[src/rtl/spm_pkg.sv]
`timescale 1ns / 1ps
// ----------------------------------------------------------------------------
// spm_pkg
// Shared types and constants of the streaming pattern matcher.
// ----------------------------------------------------------------------------
package spm_pkg;

  localparam int MAX_PATTERN_BYTES = 64;
  localparam int IDX_W             = $clog2(MAX_PATTERN_BYTES);
  localparam int LEN_W             = 7;
  localparam int POSITION_BITS     = 24;
  localparam int START_W           = 24;
  localparam int KIND_W            = 2;
  localparam int DATA_W            = 8;
  localparam int PIDX_W            = 6;

  localparam logic [POSITION_BITS-1:0] POS_MAX = {POSITION_BITS{1'b1}};

  typedef enum logic [KIND_W-1:0] {
    KIND_LOAD    = 2'd0,
    KIND_TEXT    = 2'd1,
    KIND_RESTART = 2'd2,
    KIND_NONE    = 2'd3
  } kind_t;

  // controls seen by one cell
  typedef struct packed {
    logic              shift;
    logic              clear;
    logic              insert;
    logic              active;
    logic              pat_we;
    logic [DATA_W-1:0] data;
  } cell_ctl_t;

  // controls broadcast to the whole row
  typedef struct packed {
    logic              shift;
    logic              clear;
    logic              insert;
    logic              pat_we;
    logic [IDX_W-1:0]  pat_idx;
    logic [IDX_W-1:0]  tail;
    logic [DATA_W-1:0] data;
  } row_ctl_t;

endpackage

[src/rtl/spm_if.sv]
`timescale 1ns / 1ps
// ----------------------------------------------------------------------------
// spm_if
// Valid/ready channels of the streaming pattern matcher.
// ----------------------------------------------------------------------------
interface spm_item_if;
  logic                       valid;
  logic                       ready;
  logic [spm_pkg::KIND_W-1:0] kind;
  logic [spm_pkg::PIDX_W-1:0] pattern_index;
  logic [spm_pkg::DATA_W-1:0] byte_value;

  modport source (output valid, kind, pattern_index, byte_value, input ready);
  modport sink   (input valid, kind, pattern_index, byte_value, output ready);
endinterface

interface spm_result_if;
  logic                        valid;
  logic                        ready;
  logic [spm_pkg::START_W-1:0] match_start;
  logic                        position_saturated;

  modport source (output valid, match_start, position_saturated, input ready);
  modport sink   (input valid, match_start, position_saturated, output ready);
endinterface

interface spm_cfg_if;
  logic                      valid;
  logic                      ready;
  logic [spm_pkg::LEN_W-1:0] data;

  modport source (output valid, data, input ready);
  modport sink   (input valid, data, output ready);
endinterface

[src/rtl/spm_cell.sv]
`timescale 1ns / 1ps
// ----------------------------------------------------------------------------
// spm_cell
// One matcher cell: a window byte, a pattern byte and their compare.
// ----------------------------------------------------------------------------
module spm_cell (
  input  logic                       clk,
  input  logic                       rst,
  input  spm_pkg::cell_ctl_t         ctl,
  input  logic [spm_pkg::DATA_W-1:0] right_in,
  output logic [spm_pkg::DATA_W-1:0] win,
  output logic                       ok
);

  logic [spm_pkg::DATA_W-1:0] pat;

  always_ff @(posedge clk) begin
    if (rst) begin
      win <= '0;
    end else if (ctl.clear) begin
      win <= '0;
    end else if (ctl.shift) begin
      win <= ctl.insert ? ctl.data : right_in;
    end
  end

  always_ff @(posedge clk) begin
    if (ctl.pat_we) begin
      pat <= ctl.data;
    end
  end

  // cells past the pattern end never block a match
  assign ok = !ctl.active || (win == pat);

endmodule

[src/rtl/spm_row.sv]
`timescale 1ns / 1ps
// ----------------------------------------------------------------------------
// spm_row
// Ring of matcher cells; cell k lines up with pattern byte k.
// ----------------------------------------------------------------------------
module spm_row (
  input  logic              clk,
  input  logic              rst,
  input  spm_pkg::row_ctl_t ctl,
  output logic              all_ok
);

  localparam int N = spm_pkg::MAX_PATTERN_BYTES;

  logic [spm_pkg::DATA_W-1:0] win [N];
  logic [N-1:0]               ok;

  for (genvar k = 0; k < N; k++) begin : g_cell
    spm_pkg::cell_ctl_t cctl;

    always_comb begin
      cctl.shift  = ctl.shift;
      cctl.clear  = ctl.clear;
      cctl.insert = ctl.insert && (ctl.tail == spm_pkg::IDX_W'(k));
      cctl.active = (spm_pkg::IDX_W'(k) <= ctl.tail);
      cctl.pat_we = ctl.pat_we && (ctl.pat_idx == spm_pkg::IDX_W'(k));
      cctl.data   = ctl.data;
    end

    spm_cell u_cell (
      .clk      (clk),
      .rst      (rst),
      .ctl      (cctl),
      .right_in (win[(k + 1) % N]),
      .win      (win[k]),
      .ok       (ok[k])
    );
  end

  assign all_ok = &ok;

endmodule

[src/rtl/streaming_pattern_matcher.sv]
`timescale 1ns / 1ps
// ----------------------------------------------------------------------------
// streaming_pattern_matcher
// Reports the start position of every occurrence of a stored pattern.
// ----------------------------------------------------------------------------
// The pattern and the last 64 text bytes sit in a ring of 64 cells, each
// comparing its window byte with its pattern byte. A text word enters the
// ring in the cycle it is accepted and is compared in the next; the next
// word is taken in that same cycle, so words stream at one per cycle while
// results drain, and the result register stalls input only when it is full.
// Writing pattern_length realigns the ring one cell per cycle; input words
// are held off until the realignment is done.
// ----------------------------------------------------------------------------
module streaming_pattern_matcher (
  input  logic                clk,
  input  logic                rst,
  spm_item_if.sink            item,
  spm_result_if.source        result,
  spm_cfg_if.sink             cfg
);

  logic [spm_pkg::LEN_W-1:0]         pattern_length;
  logic [spm_pkg::IDX_W-1:0]         tail;
  logic [spm_pkg::IDX_W-1:0]         target;
  logic [spm_pkg::LEN_W-1:0]         len_m1;
  logic [spm_pkg::LEN_W-1:0]         fill;
  logic [spm_pkg::POSITION_BITS-1:0] position;
  logic                              eval;
  logic [spm_pkg::POSITION_BITS-1:0] eval_here;
  logic                              eval_sat;
  logic [spm_pkg::POSITION_BITS-1:0] start_pos;
  logic                              busy;
  logic                              fire;
  logic                              accept;
  logic                              take_text;
  logic                              take_load;
  logic                              take_restart;
  logic                              all_ok;
  logic                              match;
  spm_pkg::row_ctl_t                 rctl;

  // ring alignment target from the clamped length
  always_comb begin
    len_m1 = pattern_length - spm_pkg::LEN_W'(1);
    if (pattern_length == '0) begin
      target = '0;
    end else if (pattern_length > spm_pkg::LEN_W'(spm_pkg::MAX_PATTERN_BYTES)) begin
      target = spm_pkg::IDX_W'(spm_pkg::MAX_PATTERN_BYTES - 1);
    end else begin
      target = len_m1[spm_pkg::IDX_W-1:0];
    end
  end

  assign busy         = (tail != target);
  assign fire         = eval && (!result.valid || result.ready);
  assign item.ready   = !busy && (!eval || fire);
  assign cfg.ready    = 1'b1;
  assign accept       = item.valid && item.ready;
  assign take_text    = accept && (item.kind == spm_pkg::KIND_TEXT);
  assign take_load    = accept && (item.kind == spm_pkg::KIND_LOAD);
  assign take_restart = accept && (item.kind == spm_pkg::KIND_RESTART);

  always_comb begin
    rctl.shift   = take_text || busy;
    rctl.clear   = take_restart;
    rctl.insert  = take_text;
    rctl.pat_we  = take_load &&
                   (int'(item.pattern_index) < spm_pkg::MAX_PATTERN_BYTES);
    rctl.pat_idx = spm_pkg::IDX_W'(item.pattern_index);
    rctl.tail    = tail;
    rctl.data    = item.byte_value;
  end

  spm_row u_row (
    .clk    (clk),
    .rst    (rst),
    .ctl    (rctl),
    .all_ok (all_ok)
  );

  assign match     = all_ok &&
                     (fill >= (spm_pkg::LEN_W'(tail) + spm_pkg::LEN_W'(1)));
  assign start_pos = eval_here - spm_pkg::POSITION_BITS'(tail);

  always_ff @(posedge clk) begin
    if (rst) begin
      pattern_length <= spm_pkg::LEN_W'(1);
      tail           <= '0;
      fill           <= '0;
      position       <= '0;
      eval           <= 1'b0;
      result.valid   <= 1'b0;
    end else begin
      if (cfg.valid && cfg.ready) begin
        pattern_length <= cfg.data;
      end
      // each rotation step moves the alignment down by one cell
      if (busy) begin
        tail <= tail - spm_pkg::IDX_W'(1);
      end
      if (take_restart) begin
        fill     <= '0;
        position <= '0;
      end else if (take_text) begin
        if (fill < spm_pkg::LEN_W'(spm_pkg::MAX_PATTERN_BYTES)) begin
          fill <= fill + spm_pkg::LEN_W'(1);
        end
        if (position != spm_pkg::POS_MAX) begin
          position <= position + spm_pkg::POSITION_BITS'(1);
        end
      end
      if (take_text) begin
        eval <= 1'b1;
      end else if (fire) begin
        eval <= 1'b0;
      end
      if (fire && match) begin
        result.valid <= 1'b1;
      end else if (result.ready) begin
        result.valid <= 1'b0;
      end
    end
  end

  always_ff @(posedge clk) begin
    if (take_text) begin
      eval_here <= position;
      eval_sat  <= (position == spm_pkg::POS_MAX);
    end
    if (fire && match) begin
      result.match_start        <= start_pos[spm_pkg::START_W-1:0];
      result.position_saturated <= eval_sat;
    end
  end

`ifndef SYNTH
  a_rise_after_eval: assert property (@(posedge clk) disable iff (rst)
    $rose(result.valid) |-> $past(eval))
    else $error("result word appeared without a compare");

  a_fill_bound: assert property (@(posedge clk) disable iff (rst)
    fill <= spm_pkg::LEN_W'(spm_pkg::MAX_PATTERN_BYTES))
    else $error("window fill beyond ring size");

  a_rotate_step: assert property (@(posedge clk) disable iff (rst)
    busy |=> (tail == $past(tail) - spm_pkg::IDX_W'(1)))
    else $error("ring realignment skipped a step");

  a_no_text_while_rotating: assert property (@(posedge clk) disable iff (rst)
    busy |-> !rctl.insert)
    else $error("text word inserted during realignment");
`endif

endmodule

[src/flat_wrapper.sv]
// flat-port wrapper written by rule: the top's interface ports become plain ports
module streaming_pattern_matcher_flat 
  (clk, rst, item_valid, item_kind, item_pattern_index, item_byte_value, item_ready, result_valid, result_match_start, result_position_saturated, result_ready, cfg_valid, cfg_data, cfg_ready);
  spm_item_if item_i ();
  spm_result_if result_i ();
  spm_cfg_if cfg_i ();
  input  logic clk;
  input  logic rst;
  input wire logic [$bits(item_i.valid)-1:0] item_valid;
  input wire logic [$bits(item_i.kind)-1:0] item_kind;
  input wire logic [$bits(item_i.pattern_index)-1:0] item_pattern_index;
  input wire logic [$bits(item_i.byte_value)-1:0] item_byte_value;
  output wire logic [$bits(item_i.ready)-1:0] item_ready;
  output wire logic [$bits(result_i.valid)-1:0] result_valid;
  output wire logic [$bits(result_i.match_start)-1:0] result_match_start;
  output wire logic [$bits(result_i.position_saturated)-1:0] result_position_saturated;
  input wire logic [$bits(result_i.ready)-1:0] result_ready;
  input wire logic [$bits(cfg_i.valid)-1:0] cfg_valid;
  input wire logic [$bits(cfg_i.data)-1:0] cfg_data;
  output wire logic [$bits(cfg_i.ready)-1:0] cfg_ready;
  assign item_i.valid = item_valid;
  assign item_i.kind = item_kind;
  assign item_i.pattern_index = item_pattern_index;
  assign item_i.byte_value = item_byte_value;
  assign item_ready = item_i.ready;
  assign result_valid = result_i.valid;
  assign result_match_start = result_i.match_start;
  assign result_position_saturated = result_i.position_saturated;
  assign result_i.ready = result_ready;
  assign cfg_i.valid = cfg_valid;
  assign cfg_i.data = cfg_data;
  assign cfg_ready = cfg_i.ready;
  streaming_pattern_matcher u_core (.clk(clk), .rst(rst), .item(item_i), .result(result_i), .cfg(cfg_i));
endmodule
[config.mk]
export PLATFORM = sky130hd
export DESIGN_NAME = streaming_pattern_matcher_flat
export DESIGN_NICKNAME = d
export VERILOG_FILES = /design/src/rtl/spm_pkg.sv /design/src/rtl/spm_if.sv /design/src/rtl/spm_cell.sv /design/src/rtl/spm_row.sv /design/src/rtl/streaming_pattern_matcher.sv /design/src/flat_wrapper.sv
export SDC_FILE = /design/constraint.sdc
export NUM_CORES = 2
export LEC_CHECK = 0
export BUFFER_PORTS_ARGS = -buffer_cell sky130_fd_sc_hd__buf_2
export CAP_MARGIN = 20
export CELL_PAD_IN_SITES_DETAIL_PLACEMENT = 0
export CELL_PAD_IN_SITES_GLOBAL_PLACEMENT = 1
export CORE_ASPECT_RATIO = 0.75
export CORE_MARGIN = 2
export CORE_UTILIZATION = 52
export CTS_CLUSTER_SIZE = 40
export DETAILED_ROUTE_END_ITERATION = 8
export GPL_TIMING_DRIVEN = 0
export HOLD_SLACK_MARGIN = 0.15
export PLACE_DENSITY_LB_ADDON = 0.1
export REMOVE_ABC_BUFFERS = 1
export SETUP_SLACK_MARGIN = 0.1
export SLEW_MARGIN = 10
export SYNTH_ARGS = -nofsm -noshare
export SYNTH_HDL_FRONTEND = slang
export SYNTH_SLANG_ARGS = --single-unit
[constraint.sdc]
create_clock -name clk -period 6.4 [get_ports clk]
set_clock_uncertainty 0.1 [all_clocks]
set_input_delay 0.32 -clock clk [delete_from_list [all_inputs] [get_ports clk]]
set_output_delay 0.32 -clock clk [all_outputs]
set_load 0.005 [all_outputs]
==> impl_metrics.toml <==
[outcome]
status = "complete, no violations"

[clocking]
cts.sinks = 1120
cts-resized-gates = 0
path_clk_slew_ps = 70
holdBufCountCts = 31
cts_setup_buffers = 0
cts_tree = "done"
numCtsBuffers = 109
htree_levels = 3
root_buffer = "clkbuf_16"
clockBufferDepth = 3
clk_latency_ps = 720

[grt]
grt_overflow = 0
grt_max_degree = 89
grt_pass1_vias = 32560
grtUsageTotal_pct = 28.90
antenna_found_initial = 0
grt_pass1_wl_mm = 216.1

[floorplanning]
die_h_um = 272.4
core_area_um2 = 95270
die_w_um = 361.8
io_pins = 56
dieArea_um2 = 98540
initial_core_util_pct = 52.41
rows = 98

[detailed_routing]
post_drt_wl_per_cell_um = 25.30
vias = 34910
drt_wl_total_mm = 144.3
drt_iter0_markers = 3788
drc_errors = 0
drtPass1Iterations = 6
avgViaCountPerCell = 6.123
drt.antenna.violating_nets = 0

[synthesis]
synth_enable_flop_cells = 562
synth_top_area_share_pct = 33.80
synth_cells = 4377
async_flop_share_pct = 0
synth.distinct_cells = 78
ys_ff_latch = 1120
post_synth.cell_area_avg_um2 = 11.41
synth_most_common_cell = "edfxtp_1"
ys_seq_area_share_pct = 56.17
synth_common_cells = "edfxtp_1, dfxtp_1, a21oi_1"
yosysWarnings = 0
synthesis.area_um2 = 49930
synth_ff_type = "edfxtp_1"
synth_area_leader_cell = "edfxtp_1"
synth.area.top_cells = "edfxtp_1, dfxtp_1, mux2i_1"

[setup_path]
startpoint_type = "flip-flop"
path_class = "flip-flop to flip-flop"
cp_max_fo = 21
end_kind = "flip-flop"
critPathRequiredTime_ps = 6710
cp.arrival_ps = 6300

[sta]
fmax_mhz = 167.0
drv_slew = 0
maxSlewHeadroom_pct = 13.19
post-route-period-util_pct = 93.58
rsz0062_at_grt = "false"
fin_ws_ps = 410.9
fin_setup_tns_ps = 0
worstMarginPinSlew_ps = 1297
hold_viol = 0
setup_viol = 0
fin_crit_ps = 5989

[power_and_ir_drop]
pwr_density_cell_nw_per_um2 = 371.0
p_total_mw = 20.83
ir_drop_mv = 0.2638
p_leak_nw = 18.60

[placement]
dp_cells = 5458
io_buffers = 54
preCtsSetupSlack_ps = 533.3
dp_hpwl_mm = 94.53
gp_congestion = 0.8805

[cells_and_area]
layoutNonFillerInstCount = 5701
n_antenna_cell = 0
fin_util_pct = 58.92
drive_gt1_share_pct = 8.695
fin_nets = 4408
area_growth_pct = 12.44

[flow_run]
max-cap-violations = 0

[hold_path]
hp-class = "input port to flip-flop"
==> per-stage QoR <==
step / area (um^2) / hold slack, ps
floorplan: 48690 / 289.1
global placement: 50520 / 326.4
detailed placement: 52010 / 321.4
CTS: 56040 / 179.3
global route: 56140 / 227.0
finish: 56140 / 215.7
==> layout make-up <==
cell class,count,area (um^2)
well taps,1250,1564
clock inverters,49,576.8
repair buffers,158,2067
flip-flops and latches,1120,28050
multi-input cells,2930,20600
clock buffers,157,3141
fillers,7798,39140
inverters,37,138.9
==> report_power, final <==
part | switching [mW] | total, mW | internal, mW
Clock | 2.82 | 6.71 | 3.89
Sequential | 0.987 | 9.35 | 8.37
Combinational | 3.03 | 4.76 | 1.73
==> final timing paths <==
| check | slack [ps] | depth (start not counted) | startpoint | to |
|---|---|---|---|---|
| min reg2reg | 350 | 0 | u_core.eval_sat | u_core.result.position_saturated |
| min | 220 | 4 | item_kind[1] | u_core.u_row.g_cell[63].u_cell.win[6] |
| max | 410 | 12 | u_core.tail[0] | u_core.result.match_start[23] |
| max reg2reg | 410 | 12 | u_core.tail[0] | u_core.result.match_start[23] |
==> state kept, by name (all words and copies together) (netlist names), 6 cells and up <==
register                        count
u_core.position                    24
u_core.eval_here                   24
u_core.u_row.g_cell.u_cell.pat    512
u_core.u_row.g_cell.u_cell.win    512
u_core.result.match_start          24
u_core.fill                         7
u_core.tail                         6
u_core.pattern_length               7
==> kinds of logic after synthesis <==
family,count (synthesis),share of synthesized area (%)
AO/OA/AOI/OAI,1173,12.91
flip-flops,1120,56.17
AND/OR/NAND/NOR,722,8.683
XOR/XNOR,561,9.841
multiplexers,449,9.001
buffers and inverters,327,2.764
adder cells (fa/ha/maj),24,0.6165
other,1,0.007511
==> critical path, cell delays in order, from the launching register on <==
cell and delay [ps]:
dfxtp_1 770, inv_1 370, ha_2 600, o21a_1 380, nor2_1 510, a21oi_1 210, o41ai_1 840, nor2b_1 220
nand4_1 170, nor4b_2 750, buf_4 300, buf_2 230, buf_4 200
==> placed cells by master, fill, tap and decap left out, drive strengths merged, types with 90 or more instances in the layout <==
master and instances:
dfxtp 558, mux2i 449, nor3 98, nand4 90
clkbuf 157, nor4 98, nor2 212, edfxtp 562
buf 126, xor2 307, o21ai 481, a21oi 496
xnor2 254
==> layer usage <==
metal	track usage [%]	routed length [um]	vias up
met5	0	0	-
met4	7.489	3649	0
met3	5.472	11510	229
met2	40.76	59500	1304
met1	45.21	69590	17240
li1	-	-	16130
(Power assumes the default switching activity.)
